File: config.mk
export PLATFORM = sky130hd
export DESIGN_NAME = best_fit_partition_allocator_flat
export DESIGN_NICKNAME = d
export VERILOG_FILES = /design/src/hdl/bfpa_pkg.sv /design/src/hdl/bfpa_req_if.sv /design/src/hdl/bfpa_rsp_if.sv /design/src/hdl/bfpa_ram.sv /design/src/hdl/best_fit_partition_allocator.sv /design/src/flat_wrapper.sv
export SDC_FILE = /design/constraint.sdc
export NUM_CORES = 1
export LEC_CHECK = 0
export ABC_AREA = 1
export ABC_CLOCK_PERIOD_IN_PS = 8800
export BUFFER_PORTS_ARGS = -buffer_cell sky130_fd_sc_hd__buf_2
export CORE_MARGIN = 2
export CORE_UTILIZATION = 50
export DETAILED_ROUTE_END_ITERATION = 6
export GPL_TIMING_DRIVEN = 1
export PLACE_DENSITY = 0.66
export SLEW_MARGIN = 0
export SYNTH_ARGS = -nofsm -noshare
export SYNTH_HDL_FRONTEND = slang
export SYNTH_SLANG_ARGS = --single-unit
export TNS_END_PERCENT = 20
File: constraint.sdc
create_clock -name clk -period 8.8 [get_ports clk]
set_input_delay 1.32 -clock clk [delete_from_list [all_inputs] [get_ports clk]]
set_output_delay 1.32 -clock clk [all_outputs]
set_load 0.005 [all_outputs]
File: src/hdl/bfpa_pkg.sv
// ----------------------------------------------------------------------------
// Best-fit partition allocator package
// Field widths, action codes and status codes shared by the interfaces and
// the allocator modules.
// ----------------------------------------------------------------------------
`default_nettype none

package bfpa_pkg;

    // Widths of the words on the request and response channels.
    localparam int ACTION_W = 2;
    localparam int FIELD_W  = 16;
    localparam int SEL_W    = 4;
    localparam int STATUS_W = 2;

    typedef logic [ACTION_W-1:0] action_t;
    typedef logic [FIELD_W-1:0]  field_t;
    typedef logic [SEL_W-1:0]    sel_t;
    typedef logic [STATUS_W-1:0] status_t;

    // Request actions.
    localparam action_t ACT_ADD   = 2'd0;
    localparam action_t ACT_ALLOC = 2'd1;
    localparam action_t ACT_READ  = 2'd2;

    // Response status codes.
    localparam status_t ST_OK     = 2'd0;
    localparam status_t ST_NOFIT  = 2'd1;
    localparam status_t ST_FULL   = 2'd2;
    localparam status_t ST_ABSENT = 2'd3;

endpackage

`default_nettype wire

File: src/hdl/bfpa_req_if.sv
// ----------------------------------------------------------------------------
// Allocator request channel
// Valid/ready channel that carries one request word: action, size and entry.
// ----------------------------------------------------------------------------
`default_nettype none

interface bfpa_req_if;
    import bfpa_pkg::*;

    logic    valid;
    logic    ready;
    action_t action;
    field_t  size_value;
    sel_t    entry_select;

    modport source (output valid, output action, output size_value,
                    output entry_select, input ready);
    modport sink   (input valid, input action, input size_value,
                    input entry_select, output ready);
endinterface

`default_nettype wire

File: src/hdl/bfpa_rsp_if.sv
// ----------------------------------------------------------------------------
// Allocator response channel
// Valid/ready channel that carries one response word describing an entry.
// ----------------------------------------------------------------------------
`default_nettype none

interface bfpa_rsp_if;
    import bfpa_pkg::*;

    logic    valid;
    logic    ready;
    status_t status;
    sel_t    entry_index;
    field_t  entry_size;
    field_t  used_size;
    logic    entry_free;

    modport source (output valid, output status, output entry_index,
                    output entry_size, output used_size, output entry_free,
                    input ready);
    modport sink   (input valid, input status, input entry_index,
                    input entry_size, input used_size, input entry_free,
                    output ready);
endinterface

`default_nettype wire

File: src/hdl/bfpa_ram.sv
// ----------------------------------------------------------------------------
// Generic single-clock RAM
// One write port and one read port, with registered read data.
// ----------------------------------------------------------------------------
`default_nettype none

module bfpa_ram #(
    parameter int WIDTH = 8,
    parameter int DEPTH = 16
) (
    input  wire logic                     clk,
    input  wire logic                     we,
    input  wire logic [$clog2(DEPTH)-1:0] waddr,
    input  wire logic [WIDTH-1:0]         wdata,
    input  wire logic [$clog2(DEPTH)-1:0] raddr,
    output logic      [WIDTH-1:0]         rdata
);

    logic [WIDTH-1:0] mem [DEPTH];

    // Write port.
    always_ff @(posedge clk)
    begin
        if (we)
        begin
            mem[waddr] <= wdata;
        end
    end

    // Registered read port.
    always_ff @(posedge clk)
    begin
        rdata <= mem[raddr];
    end

endmodule

`default_nettype wire

File: src/hdl/best_fit_partition_allocator.sv
// ----------------------------------------------------------------------------
// Best-fit partition allocator
// Table of fixed partitions with add, best-fit allocate and read requests.
// ----------------------------------------------------------------------------
// Usage:
//   Requests arrive on the req channel and each one yields exactly one word
//   on the rsp channel, in order. An add appends a free partition, an
//   allocate claims the smallest free partition that fits (the later entry
//   wins among equal sizes), and a read reports one entry.
//   The block works on one request at a time and lowers req.ready while busy.
//   An add, an invalid action or a read of an absent entry goes straight to
//   the emit state; a read of a present entry first waits for the RAM read
//   data, and an allocate scans every partition in the table, then drains
//   and commits, or commits at once on an empty table. The allocate scan
//   reads one table entry per cycle through the single RAM read port and
//   one comparator pair.
//   A new request is taken in the cycle after its predecessor's response
//   enters the output register, so a waiting response does not stop it.
//   If the receiver stalls, the response holds in the output register and
//   a finished follow-on request waits until that register is taken.
//   Reset empties the table and the output register; the table RAM needs no
//   clearing pass because only entries already added are ever used.
// ----------------------------------------------------------------------------
`default_nettype none

module best_fit_partition_allocator #(
    parameter int MAX_PARTITIONS = 16,
    parameter int SIZE_BITS      = 16
) (
    input  wire logic   clk,
    input  wire logic   rst_n,
    bfpa_req_if.sink    req,
    bfpa_rsp_if.source  rsp
);
    import bfpa_pkg::*;

    localparam int IDX_W  = $clog2(MAX_PARTITIONS);
    localparam int CNT_W  = $clog2(MAX_PARTITIONS + 1);
    localparam int CMP_W  = (CNT_W > SEL_W) ? CNT_W : SEL_W;
    localparam int WORD_W = 2 * SIZE_BITS + 1;

    // Sequencer states.
    localparam logic [2:0] S_IDLE   = 3'd0;
    localparam logic [2:0] S_SCAN   = 3'd1;
    localparam logic [2:0] S_DRAIN  = 3'd2;
    localparam logic [2:0] S_COMMIT = 3'd3;
    localparam logic [2:0] S_RDWAIT = 3'd4;
    localparam logic [2:0] S_EMIT   = 3'd5;

    // Width conversions between the channel fields and the table.
    function automatic logic [SIZE_BITS-1:0] field_to_size(field_t f);
        logic [FIELD_W+SIZE_BITS-1:0] t;
        t = {{SIZE_BITS{1'b0}}, f};
        return t[SIZE_BITS-1:0];
    endfunction

    function automatic field_t size_to_field(logic [SIZE_BITS-1:0] s);
        logic [FIELD_W+SIZE_BITS-1:0] t;
        t = {{FIELD_W{1'b0}}, s};
        return t[FIELD_W-1:0];
    endfunction

    function automatic logic [IDX_W-1:0] sel_to_idx(sel_t s);
        logic [IDX_W+SEL_W-1:0] t;
        t = {{IDX_W{1'b0}}, s};
        return t[IDX_W-1:0];
    endfunction

    function automatic sel_t idx_to_sel(logic [IDX_W-1:0] i);
        logic [IDX_W+SEL_W-1:0] t;
        t = {{SEL_W{1'b0}}, i};
        return t[SEL_W-1:0];
    endfunction

    logic [2:0]           state_reg, state_next;
    logic [CNT_W-1:0]     count_reg, count_next;
    logic [SIZE_BITS-1:0] val_reg, val_next;
    sel_t                 sel_reg, sel_next;
    logic [CNT_W-1:0]     scan_addr_reg, scan_addr_next;
    logic                 pend_reg, pend_next;
    logic [IDX_W-1:0]     pend_idx_reg, pend_idx_next;
    logic                 found_reg, found_next;
    logic [IDX_W-1:0]     best_idx_reg, best_idx_next;
    logic [SIZE_BITS-1:0] best_size_reg, best_size_next;

    // Finished result waiting for the output register.
    status_t              res_status_reg, res_status_next;
    sel_t                 res_index_reg, res_index_next;
    field_t               res_size_reg, res_size_next;
    field_t               res_used_reg, res_used_next;
    logic                 res_free_reg, res_free_next;

    // Output register.
    logic                 out_valid_reg, out_valid_next;
    status_t              out_status_reg, out_status_next;
    sel_t                 out_index_reg, out_index_next;
    field_t               out_size_reg, out_size_next;
    field_t               out_used_reg, out_used_next;
    logic                 out_free_reg, out_free_next;

    // Table RAM: {free, used size, partition size} per entry.
    logic                 ram_we;
    logic [IDX_W-1:0]     ram_waddr;
    logic [WORD_W-1:0]    ram_wdata;
    logic [IDX_W-1:0]     ram_raddr;
    logic [WORD_W-1:0]    ram_rdata;

    logic [SIZE_BITS-1:0] rd_size;
    logic [SIZE_BITS-1:0] rd_used;
    logic                 rd_free;
    logic                 accept;
    logic                 hit;
    logic                 better;
    logic                 full;
    logic                 sel_present;
    logic                 out_free_slot;
    logic [SIZE_BITS-1:0] in_val;

    bfpa_ram #(
        .WIDTH (WORD_W),
        .DEPTH (MAX_PARTITIONS)
    ) u_table (
        .clk   (clk),
        .we    (ram_we),
        .waddr (ram_waddr),
        .wdata (ram_wdata),
        .raddr (ram_raddr),
        .rdata (ram_rdata)
    );

    assign rd_size = ram_rdata[SIZE_BITS-1:0];
    assign rd_used = ram_rdata[2*SIZE_BITS-1:SIZE_BITS];
    assign rd_free = ram_rdata[2*SIZE_BITS];

    assign req.ready     = (state_reg == S_IDLE);
    assign accept        = req.valid && req.ready;
    assign in_val        = field_to_size(req.size_value);
    assign full          = (count_reg == CNT_W'(MAX_PARTITIONS));
    assign sel_present   = (CMP_W'(req.entry_select) < CMP_W'(count_reg));
    assign out_free_slot = !out_valid_reg || rsp.ready;

    // Shared comparator pair: fits the request, and is no larger than the best.
    assign hit    = pend_reg && rd_free && (rd_size >= val_reg);
    assign better = !found_reg || (rd_size <= best_size_reg);

    // Sequencer.
    always_comb
    begin
        state_next      = state_reg;
        count_next      = count_reg;
        val_next        = val_reg;
        sel_next        = sel_reg;
        scan_addr_next  = scan_addr_reg;
        pend_next       = 1'b0;
        pend_idx_next   = pend_idx_reg;
        found_next      = found_reg;
        best_idx_next   = best_idx_reg;
        best_size_next  = best_size_reg;
        res_status_next = res_status_reg;
        res_index_next  = res_index_reg;
        res_size_next   = res_size_reg;
        res_used_next   = res_used_reg;
        res_free_next   = res_free_reg;
        out_valid_next  = out_valid_reg && !rsp.ready;
        out_status_next = out_status_reg;
        out_index_next  = out_index_reg;
        out_size_next   = out_size_reg;
        out_used_next   = out_used_reg;
        out_free_next   = out_free_reg;
        ram_we          = 1'b0;
        ram_waddr       = best_idx_reg;
        ram_wdata       = {1'b0, val_reg, best_size_reg};
        ram_raddr       = scan_addr_reg[IDX_W-1:0];

        // Track the best candidate for the word read in the previous cycle.
        if (hit && better)
        begin
            found_next     = 1'b1;
            best_idx_next  = pend_idx_reg;
            best_size_next = rd_size;
        end

        case (state_reg)
            S_IDLE:
            begin
                ram_raddr = sel_to_idx(req.entry_select);
                if (accept)
                begin
                    val_next        = in_val;
                    sel_next        = req.entry_select;
                    res_status_next = ST_ABSENT;
                    res_index_next  = '0;
                    res_size_next   = '0;
                    res_used_next   = '0;
                    res_free_next   = 1'b0;
                    state_next      = S_EMIT;
                    case (req.action)
                        ACT_ADD:
                        begin
                            if (full)
                            begin
                                res_status_next = ST_FULL;
                            end
                            else
                            begin
                                ram_we          = 1'b1;
                                ram_waddr       = count_reg[IDX_W-1:0];
                                ram_wdata       = {1'b1, {SIZE_BITS{1'b0}}, in_val};
                                count_next      = count_reg + CNT_W'(1);
                                res_status_next = ST_OK;
                                res_index_next  = idx_to_sel(count_reg[IDX_W-1:0]);
                                res_size_next   = size_to_field(in_val);
                                res_free_next   = 1'b1;
                            end
                        end
                        ACT_ALLOC:
                        begin
                            found_next     = 1'b0;
                            scan_addr_next = '0;
                            if (count_reg == '0)
                            begin
                                state_next = S_COMMIT;
                            end
                            else
                            begin
                                state_next = S_SCAN;
                            end
                        end
                        ACT_READ:
                        begin
                            if (sel_present)
                            begin
                                state_next = S_RDWAIT;
                            end
                        end
                        default:
                        begin
                            state_next = S_EMIT;
                        end
                    endcase
                end
            end

            // Issue one table read per cycle.
            S_SCAN:
            begin
                pend_next      = 1'b1;
                pend_idx_next  = scan_addr_reg[IDX_W-1:0];
                scan_addr_next = scan_addr_reg + CNT_W'(1);
                if ((scan_addr_reg + CNT_W'(1)) == count_reg)
                begin
                    state_next = S_DRAIN;
                end
            end

            // Compare the last word read.
            S_DRAIN:
            begin
                state_next = S_COMMIT;
            end

            // Claim the winner, or report no fit.
            S_COMMIT:
            begin
                if (found_reg)
                begin
                    ram_we          = 1'b1;
                    res_status_next = ST_OK;
                    res_index_next  = idx_to_sel(best_idx_reg);
                    res_size_next   = size_to_field(best_size_reg);
                    res_used_next   = size_to_field(val_reg);
                    res_free_next   = 1'b0;
                end
                else
                begin
                    res_status_next = ST_NOFIT;
                end
                state_next = S_EMIT;
            end

            // Read data for a present entry.
            S_RDWAIT:
            begin
                res_status_next = ST_OK;
                res_index_next  = sel_reg;
                res_size_next   = size_to_field(rd_size);
                res_used_next   = size_to_field(rd_used);
                res_free_next   = rd_free;
                state_next      = S_EMIT;
            end

            // Move the result into the output register once it is free.
            S_EMIT:
            begin
                if (out_free_slot)
                begin
                    out_valid_next  = 1'b1;
                    out_status_next = res_status_reg;
                    out_index_next  = res_index_reg;
                    out_size_next   = res_size_reg;
                    out_used_next   = res_used_reg;
                    out_free_next   = res_free_reg;
                    state_next      = S_IDLE;
                end
            end

            default:
            begin
                state_next = S_IDLE;
            end
        endcase
    end

    // Control registers.
    always_ff @(posedge clk or negedge rst_n)
    begin
        if (!rst_n)
        begin
            state_reg     <= S_IDLE;
            count_reg     <= '0;
            pend_reg      <= 1'b0;
            found_reg     <= 1'b0;
            out_valid_reg <= 1'b0;
        end
        else
        begin
            state_reg     <= state_next;
            count_reg     <= count_next;
            pend_reg      <= pend_next;
            found_reg     <= found_next;
            out_valid_reg <= out_valid_next;
        end
    end

    // Payload registers.
    always_ff @(posedge clk)
    begin
        val_reg        <= val_next;
        sel_reg        <= sel_next;
        scan_addr_reg  <= scan_addr_next;
        pend_idx_reg   <= pend_idx_next;
        best_idx_reg   <= best_idx_next;
        best_size_reg  <= best_size_next;
        res_status_reg <= res_status_next;
        res_index_reg  <= res_index_next;
        res_size_reg   <= res_size_next;
        res_used_reg   <= res_used_next;
        res_free_reg   <= res_free_next;
        out_status_reg <= out_status_next;
        out_index_reg  <= out_index_next;
        out_size_reg   <= out_size_next;
        out_used_reg   <= out_used_next;
        out_free_reg   <= out_free_next;
    end

    assign rsp.valid       = out_valid_reg;
    assign rsp.status      = out_status_reg;
    assign rsp.entry_index = out_index_reg;
    assign rsp.entry_size  = out_size_reg;
    assign rsp.used_size   = out_used_reg;
    assign rsp.entry_free  = out_free_reg;

    // The table never holds more partitions than it has room for.
    assert property (@(posedge clk) disable iff (!rst_n)
        count_reg <= CNT_W'(MAX_PARTITIONS))
    else $error("partition count exceeds table depth");

    // An add to a table with room grows the count by one.
    assert property (@(posedge clk) disable iff (!rst_n)
        (accept && req.action == ACT_ADD && !full)
            |=> count_reg == $past(count_reg) + CNT_W'(1))
    else $error("add did not grow the partition count");

    // A compared word always belongs to an entry in the table.
    assert property (@(posedge clk) disable iff (!rst_n)
        pend_reg |-> (CNT_W'(pend_idx_reg) < count_reg))
    else $error("scan compared an entry beyond the table");

    // A result leaving the sequencer shows up on the response channel.
    assert property (@(posedge clk) disable iff (!rst_n)
        (state_reg == S_EMIT && out_free_slot)
            |=> (rsp.valid && state_reg == S_IDLE))
    else $error("finished result not presented");

endmodule

`default_nettype wire
File: src/flat_wrapper.sv
// flat-port wrapper written by rule: the top's interface ports become plain ports
module best_fit_partition_allocator_flat import bfpa_pkg::*;
#(
    parameter int MAX_PARTITIONS = 16,
    parameter int SIZE_BITS      = 16
)
  (clk, rst_n, req_valid, req_action, req_size_value, req_entry_select, req_ready, rsp_valid, rsp_status, rsp_entry_index, rsp_entry_size, rsp_used_size, rsp_entry_free, rsp_ready);
  bfpa_req_if req_i ();
  bfpa_rsp_if rsp_i ();
  input  wire logic clk;
  input  wire logic rst_n;
  input wire logic [$bits(req_i.valid)-1:0] req_valid;
  input wire logic [$bits(req_i.action)-1:0] req_action;
  input wire logic [$bits(req_i.size_value)-1:0] req_size_value;
  input wire logic [$bits(req_i.entry_select)-1:0] req_entry_select;
  output wire logic [$bits(req_i.ready)-1:0] req_ready;
  output wire logic [$bits(rsp_i.valid)-1:0] rsp_valid;
  output wire logic [$bits(rsp_i.status)-1:0] rsp_status;
  output wire logic [$bits(rsp_i.entry_index)-1:0] rsp_entry_index;
  output wire logic [$bits(rsp_i.entry_size)-1:0] rsp_entry_size;
  output wire logic [$bits(rsp_i.used_size)-1:0] rsp_used_size;
  output wire logic [$bits(rsp_i.entry_free)-1:0] rsp_entry_free;
  input wire logic [$bits(rsp_i.ready)-1:0] rsp_ready;
  assign req_i.valid = req_valid;
  assign req_i.action = req_action;
  assign req_i.size_value = req_size_value;
  assign req_i.entry_select = req_entry_select;
  assign req_ready = req_i.ready;
  assign rsp_valid = rsp_i.valid;
  assign rsp_status = rsp_i.status;
  assign rsp_entry_index = rsp_i.entry_index;
  assign rsp_entry_size = rsp_i.entry_size;
  assign rsp_used_size = rsp_i.used_size;
  assign rsp_entry_free = rsp_i.entry_free;
  assign rsp_i.ready = rsp_ready;
  best_fit_partition_allocator #(.MAX_PARTITIONS(MAX_PARTITIONS), .SIZE_BITS(SIZE_BITS)) u_core (.clk(clk), .rst_n(rst_n), .req(req_i), .rsp(rsp_i));
endmodule
Word level (Yosys, flattened, before mapping)
Memory sizes are Yosys's and may differ from the RTL's. A register that Yosys moved wholly into a read port is not among the register bits.
Index checks and enable logic that the tools add are counted.
{ "totals": {"latchBits": 0, "romBits": 0, "inputBits": 26, "register_bits": 138, "memories": 1, "word_cells": 119, "ramBits": 528} }
{ "memory_table": {"columns": ["memory", "words", "width", "read_ports", "rd_clocked_by_memory_dff", "wr", "line", "text"], "rows": [
  ["u_core.u_table.mem", 16, 33, 1, 1, 1, "bfpa_ram.sv:19", "logic [WIDTH-1:0] mem [DEPTH];"]
]} }
{ "classes": {"reduce_logical": 23, "n_mux": 54, "n_mul": 0, "n_div": 0, "n_eq_ne": 14, "shift": 0, "add_sub_neg": 2, "n_lt_le_gt_ge": 3, "n_bitwise": 1} }
{ "op_table": {"columns": ["op", "count"], "rows": [
  ["2-to-1 mux 33 bit", 4],
  ["2-to-1 mux 16 bit", 6],
  ["case mux 16 bit (3 select lines)", 2],
  ["2-to-1 mux 4 bit", 9],
  ["2-to-1 mux 1 bit", 17],
  [">= comparator 16 bit", 1],
  ["<= comparator 16 bit", 1],
  ["case mux 3 bit (5 select lines)", 1],
  ["case mux 4 bit (3 select lines)", 1],
  ["adder 5 x 1 -> 5 bit (second input constant)", 2],
  ["2-to-1 mux 5 bit", 2],
  ["case mux 5 bit (2 select lines)", 1],
  ["2-to-1 mux 3 bit", 3],
  ["AND reduction 3 bit", 3],
  ["2-to-1 mux 2 bit", 4],
  ["== test 3 x 2 -> 1 bit (second input constant)", 2],
  ["== test 3 bit (second input constant)", 2],
  ["!= test 2 x 1 -> 1 bit (second input constant)", 3],
  ["case mux 2 bit (3 select lines)", 1],
  ["case mux 3 bit (2 select lines)", 1],
  ["AND reduction 2 bit", 3],
  ["== test 5 bit", 1],
  ["== test 5 bit (second input constant)", 1],
  ["logical AND 1 bit", 5],
  ["17 further kinds", 21]
]} }

Longest topological paths before layout
Gate-level depths: netlist (run 1).
{ "logic_depth": {"depth_word": 7, "depth_mapped": 13, "depth_no_buf": 12} }

Cells and area by module
A second synthesis (run 1) with hierarchy kept.
{ "hier_totals": {"cells_unflattened": 2783, "hier_area_um2": 29839.9} }
{ "modules_own_cells": {"columns": ["module", "area_each_um2", "seq_area_each_um2", "instances", "cells_per_inst"], "rows": [
  ["bfpa_ram", 23222.3, 16515.8, 1, 2185],
  ["best_fit_partition_allocator", 6617.6, 4088.9, 1, 598]
]} }

Worst setup path before layout (run 1)
No wires, ideal clock.
{ "synth_path": {"path_kind": "input to register", "start": "in req_action[0]", "end": "mem u_core.u_table.mem[13][0] (netlist bit), enable pin", "t_required_ns": 8.377, "arrival_time_ns": 3.694, "setup_slack_ns": 4.682, "path_stages": 10, "path_cell_list": "inv_1 ha_1 nand2_1 nor2_8 inv_4 nand2_1 o21ai_2 inv_1 nand2_1 nor2_1"} }
{ "synth_between": {"elab_chain_len": 6} }
{ "synth_lines": {"columns": ["element", "line", "text"], "rows": [
  ["from (decl)", "flat_wrapper.sv:13", "input wire logic [$bits(req_i.action)-1:0] req_action;"],
  ["logical NOT 2 bit *", "best_fit_partition_allocator.sv:197", "case (req.action)"],
  ["2-to-1 mux 1 bit", "best_fit_partition_allocator.sv:197", null],
  ["2-to-1 mux 1 bit", "best_fit_partition_allocator.sv:187", "if (accept)"],
  ["case mux 1 bit (2 select lines)", "best_fit_partition_allocator.sv:183", "case (state_reg)"],
  ["2-to-1 mux 1 bit", "bfpa_ram.sv:24", "if (we)"],
  ["2-to-1 mux 1 bit (implied by the code)", "bfpa_ram.sv:26", "mem[waddr] <= wdata;"],
  ["to (decl)", "bfpa_ram.sv:19", null]
]} }
Every way passes the cells marked *; elsewhere a longest branch is shown, timed or not.

Worst setup path in the final report (run 1)
{ "layout_path": {"start": "in req_action[1]", "end": "mem u_core.u_table.mem[6][22] (netlist bit), enable pin"} }
The elaborated chain is that of the path after synthesis.

==> results of run 1 <==
==> cell usage in the layout (no fill, tap or decap), types with 35 or more instances in the layout <==
cell / Yosys / routed
nand2_1: 833 / 833
edfxtp_1: 655 / 655
inv_1: 477 / 476
clkbuf_16: 0 / 73
buf_4: 7 / 45
ha_1: 41 / 41
nand3_1: 414 / 414
buf_2: 83 / 66
nor2_1: 59 / 41
o21ai_0: 42 / 35
==> cell families (layout without fill, tap and decap cells) <==
logic type / count (synthesis) / after routing / synth area share
AND/OR/NAND/NOR: 1324 / 1324 / 0.187
adder cells (fa/ha/maj): 41 / 41 / 0.0172
XOR/XNOR: 4 / 4 / 0.00118
flip-flops: 699 / 699 / 0.693
AO/OA/AOI/OAI: 102 / 102 / 0.0209
buffers and inverters: 605 / 721 / 0.0813
==> layout make-up <==
type                       instances  area [sq um]  area share
clock buffer                      93          1950      0.0586
clock inverter                    32           329     0.00989
inverter                         483          1820      0.0547
multi-input combinational       1471          6900       0.207
sequential                       699         20600       0.619
tap                              773           967      0.0291
timing repair buffer             113           708      0.0213
==> metrics by stage <==
| step | instance area (sq um) | cells | utilization | power [mW] | hold slack (ns) |
|---|---|---|---|---|---|
| 5_1_grt | 33300 | 3664 | 0.565 | 12.2 | 0.424 |
| 6_report | 33300 | 3664 | 0.565 | 11.5 | 0.414 |
| 2_1_floorplan | 29700 | 2775 | - | 7.28 | 0.400 |
| 3_5_place_dp | 31000 | 3539 | 0.526 | 8.57 | 0.405 |
| 4_1_cts | 33300 | 3664 | 0.565 | 11.5 | 0.420 |
| 3_3_place_gp | 31000 | 3539 | 0.526 | 8.48 | 0.401 |
==> Yosys cell counts (all sizes together) <==
cell / number / area [sq um]
nor3: 3 / 15.0
o22ai: 3 / 18.8
dfxtp: 33 / 661
clkbuf: 27 / 101
dfrtp: 11 / 275
inv: 482 / 1810
a21boi: 1 / 7.51
xor2: 3 / 26.3
nand4: 8 / 50.1
nor2: 62 / 254
o21ai: 52 / 305
or2: 1 / 6.26
nand2: 835 / 3140
edfxtp: 655 / 19700
clkinv: 1 / 3.75
o221ai: 2 / 17.5
o211ai: 16 / 120
a22oi: 2 / 15.0
buf: 95 / 502
nand3: 414 / 2070
nand3b: 1 / 7.51
o21a: 1 / 7.51
a21oi: 23 / 115
ha: 41 / 513
o21bai: 2 / 15.0
xnor2: 1 / 8.76
==> layer usage <==
metal | part of all wire | wire length, microns | up-vias
met3 | 0.091 | 6630 | 127
met5 | 0 | 0 | -
met4 | 0.026 | 1890 | 0
met2 | 0.47 | 33900 | 889
li1 | - | - | 9197
met1 | 0.41 | 30100 | 9490
==> worst max-delay path, delay by kind of cell <==
kind / cells / cell delay [ns]
and+or+nand+nor: 5 / 2.59
buffers and inverters: 2 / 0.18
adders and majority gates: 1 / 0.21
AOI/OAI and AO/OA: 1 / 0.15
==> path summary, 6_finish.rpt <==
kind / from / endpoint / slack, ns
worst max register to register: u_core.count_reg[0]$_DFFE_PN0P_ / u_core.u_table.mem[6][22]$_DFFE_PP_ / 4.62
max in group asynchronous: rst_n / u_core.state_reg[2]$_DFFE_PN0P_ / 7.94
min in group asynchronous: rst_n / u_core.found_reg$_DFF_PN0_ / 0.61
worst max-delay path: req_action[1] / u_core.u_table.mem[6][22]$_DFFE_PP_ / 4.51
worst min register to register: u_core.res_used_reg[0]$_DFFE_PP_ / u_core.rsp.used_size[0]$_DFFE_PP_ / 0.41
worst min-delay path: u_core.res_used_reg[0]$_DFFE_PP_ / u_core.rsp.used_size[0]$_DFFE_PP_ / 0.41
==> power by group <==
group,leakage [nW],internal [mW],total [mW],switching [mW]
Combinational,6.43,1.14,4.11,2.97
Sequential,6.37,4.23,4.46,0.229
Clock,1.11,1.74,2.96,1.22
Total,13.9,7.11,11.5,4.42
==> flow_metrics.tcl, run 1 <==
set metrics [dict create \
    status "complete, no violations" \
    critPathLaunchType "input pin" \
    final_max_slew_viol_count 0 \
    fin_setup_tns_ns 0 \
    reg_top3 "u_core.u_table.mem: 528 flops, u_core.u_table.rdata: 33 flops" \
    drv_cap 0 \
    io_buffers 66 \
    met3_usage 0.0383 \
    layout_setup_ws_ns 4.51 \
    fin_skew_ns 0.0153 \
    hp-class "reg2reg" \
    critical_path.cell_chain "buf_2 > inv_1 > ha_1 > nand2_1 > nor2_8 > nand2_1 > o21ai_2 > nand3_1 > nor2_4" \
    slew_headroom 0.0453 \
    drive_above_1_share 0.0892 \
    crit_fanout 70 \
    power.density_nw_per_um2 347 \
    core_sq_um 58900 \
    nFillCells 4829 \
    post_drt_wl_per_cell_microns 19.8 \
    cts_tree "done" \
    overflow 0 \
    crit_top_cell "nand2_1" \
    crit_path_top_delay_cell "nor2_4" \
    rows 89 \
    synth_seq_cells 699 \
    clock.fmax_mhz 233 \
    die_y_microns 248 \
    grt_first_pass_wirelength_microns 110000 \
    ys_seq_area_frac 0.693 \
    post-place-ws_ns 3.92 \
    grt_pass1_vias 19000 \
    cts_made_buffers 70 \
    period_share 0.488 \
    finalSetupViolCount 0 \
    vias_per_cell 5.38 \
    vias 19700 \
    period_needed_ns 4.29 \
    largest_reg_flops 528 \
    end_kind "flip-flop" \
    syn_inst 2775 \
    whs_path_depth 0 \
    syn_area_per_cell_sq_um 10.7 \
    worstPathArrival_ns 4.50 \
    post_cts_resized 0 \
    grt_max_degree 221 \
    cts_htree_levels 3 \
    clock_latency_ns 0.61 \
    yosysWarnings 0 \
    nNetsFinal 2905 \
    route.antenna.remaining_nets 0 \
    root_buffer "clkbuf_16" \
    drt_first_pass_iters 6 \
    cts_hold_buf 0 \
    worstPathRequired_ns 9.01 \
    clk_pin_slew_ns 0.06 \
    reg2reg_depth 9 \
    critPathKind "in2reg" \
    drtIter0Drc 1985 \
    syn_to_final_growth_pct 11.9 \
    ioPinCount 67 \
    die_w_microns 248 \
    grt_usage 0.240 \
    synth_cell_types 37 \
    place_congestion 0.888 \
    gr-usage-met2 0.386 \
    syn_nets 2842 \
    cp_slowest_stage_delay_ns 1.10 \
    wirelength_microns 72600 \
    finalHoldViolCount 0 \
    fp.dieArea_sq_um 61500 \
    antenna_found_initial 2 \
    busiest_layer "met2" \
    place_hpwl_microns 41400 \
    drc_errors 0 \
    top_register "u_core.u_table.mem" \
    rsz0062_at_grt "false" \
    postCtsSetupBuffers 0 \
    vdd_ir_drop_max_v 0.000333 \
    p_leak_nw 13.9 \
    clock_sinks 699 \
    synth.cell_area_sq_um 29700 \
    grtUsageMet1 0.332 \
    start_util 0.505 \
    n_antenna_cell 0 \
    tightest_slew_ns 1.43 \
    clock_path_buffers 3 \
]
Power figures use the tool's default switching activity.
==> run 2: changes to the inputs <==
--- a/config.mk
+++ b/config.mk
@@ -6,7 +6,7 @@
 export NUM_CORES = 1
 export LEC_CHECK = 0
 export ABC_AREA = 1
-export ABC_CLOCK_PERIOD_IN_PS = 8800
+export ABC_CLOCK_PERIOD_IN_PS = 4050
 export BUFFER_PORTS_ARGS = -buffer_cell sky130_fd_sc_hd__buf_2
 export CORE_MARGIN = 2
 export CORE_UTILIZATION = 50
==> constraint.sdc (replaced) <==
create_clock -name clk -period 4.05 [get_ports clk]
set_input_delay 0.6075 -clock clk [delete_from_list [all_inputs] [get_ports clk]]
set_output_delay 0.6075 -clock clk [all_outputs]
set_load 0.005 [all_outputs]
==> flow_metrics.tcl, run 2 (synthesis gave the netlist of run 1 again) <==
set metrics [dict create \
    finalSetupViolCount 0 \
    fin_util 0.572 \
    drt_first_pass_iters 6 \
    layout_commonest_cell "nand2_1" \
    post_cts_resized 0 \
    final_cell_mix "nand2_1 (833), edfxtp_1 (655), inv_1 (476)" \
    clk_pin_slew_ns 0.07 \
    crit_fanout 41 \
    clock_latency_ns 0.62 \
    core_sq_um 58900 \
    clock.fmax_mhz 296 \
    post-place-ws_ns 0.578 \
    reg_top3 "u_core.u_table.mem: 528 flops, u_core.u_table.rdata: 33 flops" \
    p_leak_nw 14.1 \
    critPathKind "reg2reg" \
    hp-class "in2reg" \
    cts_made_buffers 70 \
    critPathLaunchType "flip-flop" \
    r2r_slack_ns 0.67 \
    nNetsFinal 2925 \
    final_cell_count_no_fill 3686 \
    fp.dieArea_sq_um 61500 \
    start_util 0.505 \
    end_kind "flip-flop" \
    die_y_microns 248 \
    whs_path_depth 1 \
    vdd_ir_drop_max_v 0.000754 \
    tightest_slew_ns 1.27 \
    rows 89 \
    slew_headroom 0.151 \
    cts_hold_buf 1 \
    finalHoldViolCount 0 \
    fin_setup_tns_ns 0 \
    die_w_microns 248 \
    drv_cap 0 \
    period_needed_ns 3.38 \
    hold_end "u_core.val_reg[15]$_DFFE_PP_" \
    rsz0062_at_grt "false" \
    clock_sinks 699 \
    top_register "u_core.u_table.mem" \
    rr_startpoint "u_core.state_reg[1]$_DFFE_PN0P_" \
    root_buffer "clkbuf_16" \
    syn_to_final_growth_pct 13.4 \
    cts_tree "done" \
    postCtsSetupBuffers 0 \
    fin_skew_ns 0.0254 \
    post_drt_wl_per_cell_microns 19.4 \
    drc_errors 0 \
    overflow 0 \
    design_area_sq_um 33700 \
    ioPinCount 67 \
    vias 19400 \
    reg2reg_depth 10 \
    drtIter0Drc 2008 \
    status "complete, no violations" \
    reg2reg_to "u_core.u_table.mem[7][7]$_DFFE_PP_" \
    n_antenna_cell 0 \
    vias_per_cell 5.26 \
    place_congestion 0.890 \
    min_from "req_size_value[15]" \
    dpl_cell_area_sq_um 31300 \
    cts_htree_levels 3 \
    clock_path_buffers 3 \
    layout_setup_ws_ns 0.668 \
    power.density_nw_per_um2 751 \
    wirelength_microns 71500 \
    period_share 0.835 \
    placed_cells 3557 \
    worstPathArrival_ns 3.63 \
    grt_first_pass_wirelength_microns 109000 \
    total_power_mw 25.3 \
    final_max_slew_viol_count 0 \
    io_buffers 66 \
    place_hpwl_microns 41100 \
    hold_ws_ns 0.218 \
    grt_pass1_vias 18700 \
    route.antenna.remaining_nets 0 \
    grt_max_degree 165 \
    largest_reg_flops 528 \
    worstPathRequired_ns 4.30 \
    antenna_found_initial 2 \
    grt_usage 0.237 \
    drive_above_1_share 0.0947 \
]
==> run 2: changes by cell type in the layout (fill, tap and decap cells not counted), moves of 2 or more <==
cell | previous run | this run
buf_4 | 45 | 48
o21ai_1 | 7 | 2
bufinv_16 | 6 | 10
clkinv_4 | 4 | 1
clkbuf_8 | 5 | 2
clkinv_1 | 8 | 10
buf_12 | 2 | 18
o21ai_0 | 35 | 40
==> run 2: power breakdown <==
part	switching, mW	internal, mW
combinational	6.33	2.60
sequential	0.495	9.18
clock	2.71	3.99
total	9.54	15.8
==> run 2: worst max-delay path by stage <==
| stage | from | endpoint | depth (start not counted) |
|---|---|---|---|
| finish | u_core.state_reg[1]$_DFFE_PN0P_ | u_core.u_table.mem[7][7]$_DFFE_PP_ | 10 |
| detailed placement | req_action[0] | u_core.u_table.mem[7][22]$_DFFE_PP_ | 10 |
| floorplan | req_action[0] | u_core.u_table.mem[13][0]$_DFFE_PP_ | 10 |
| CTS | u_core.state_reg[1]$_DFFE_PN0P_ | u_core.u_table.mem[7][4]$_DFFE_PP_ | 10 |
| global route | u_core.state_reg[1]$_DFFE_PN0P_ | u_core.u_table.mem[7][4]$_DFFE_PP_ | 10 |
| global placement | req_action[0] | u_core.u_table.mem[7][7]$_DFFE_PP_ | 10 |
==> run 2: per-layer routing <==
| layer | track usage | up-vias | wire (microns) |
|---|---|---|---|
| met5 | 0 | - | 27 |
| met4 | 0.0782 | 4 | 1650 |
| met3 | 0.0408 | 111 | 6190 |
| met2 | 0.385 | 786 | 33900 |
| met1 | 0.325 | 9241 | 29600 |
| li1 | - | 9250 | - |
==> run 2: final cells by class <==
class,instances,area (sq um)
clock buffer,91,1910
clock inverter,36,455
fill,4758,25200
inverter,483,1820
multi-input combinational,1471,6900
sequential,699,20600
tap,773,967
timing repair buffer,133,1060
==> run 2: worst max-delay path, cell delays in order, from the launching register on <==
cell     delay (ns)
dfrtp_1        0.40
nor2_2         0.18
nand2_2        0.27
inv_2          0.19
nand2_4        0.10
nor2_8         0.47
nand2_1        0.18
o21ai_2        0.14
nand3_1        0.37
nor2_4         0.17
buf_4          0.51
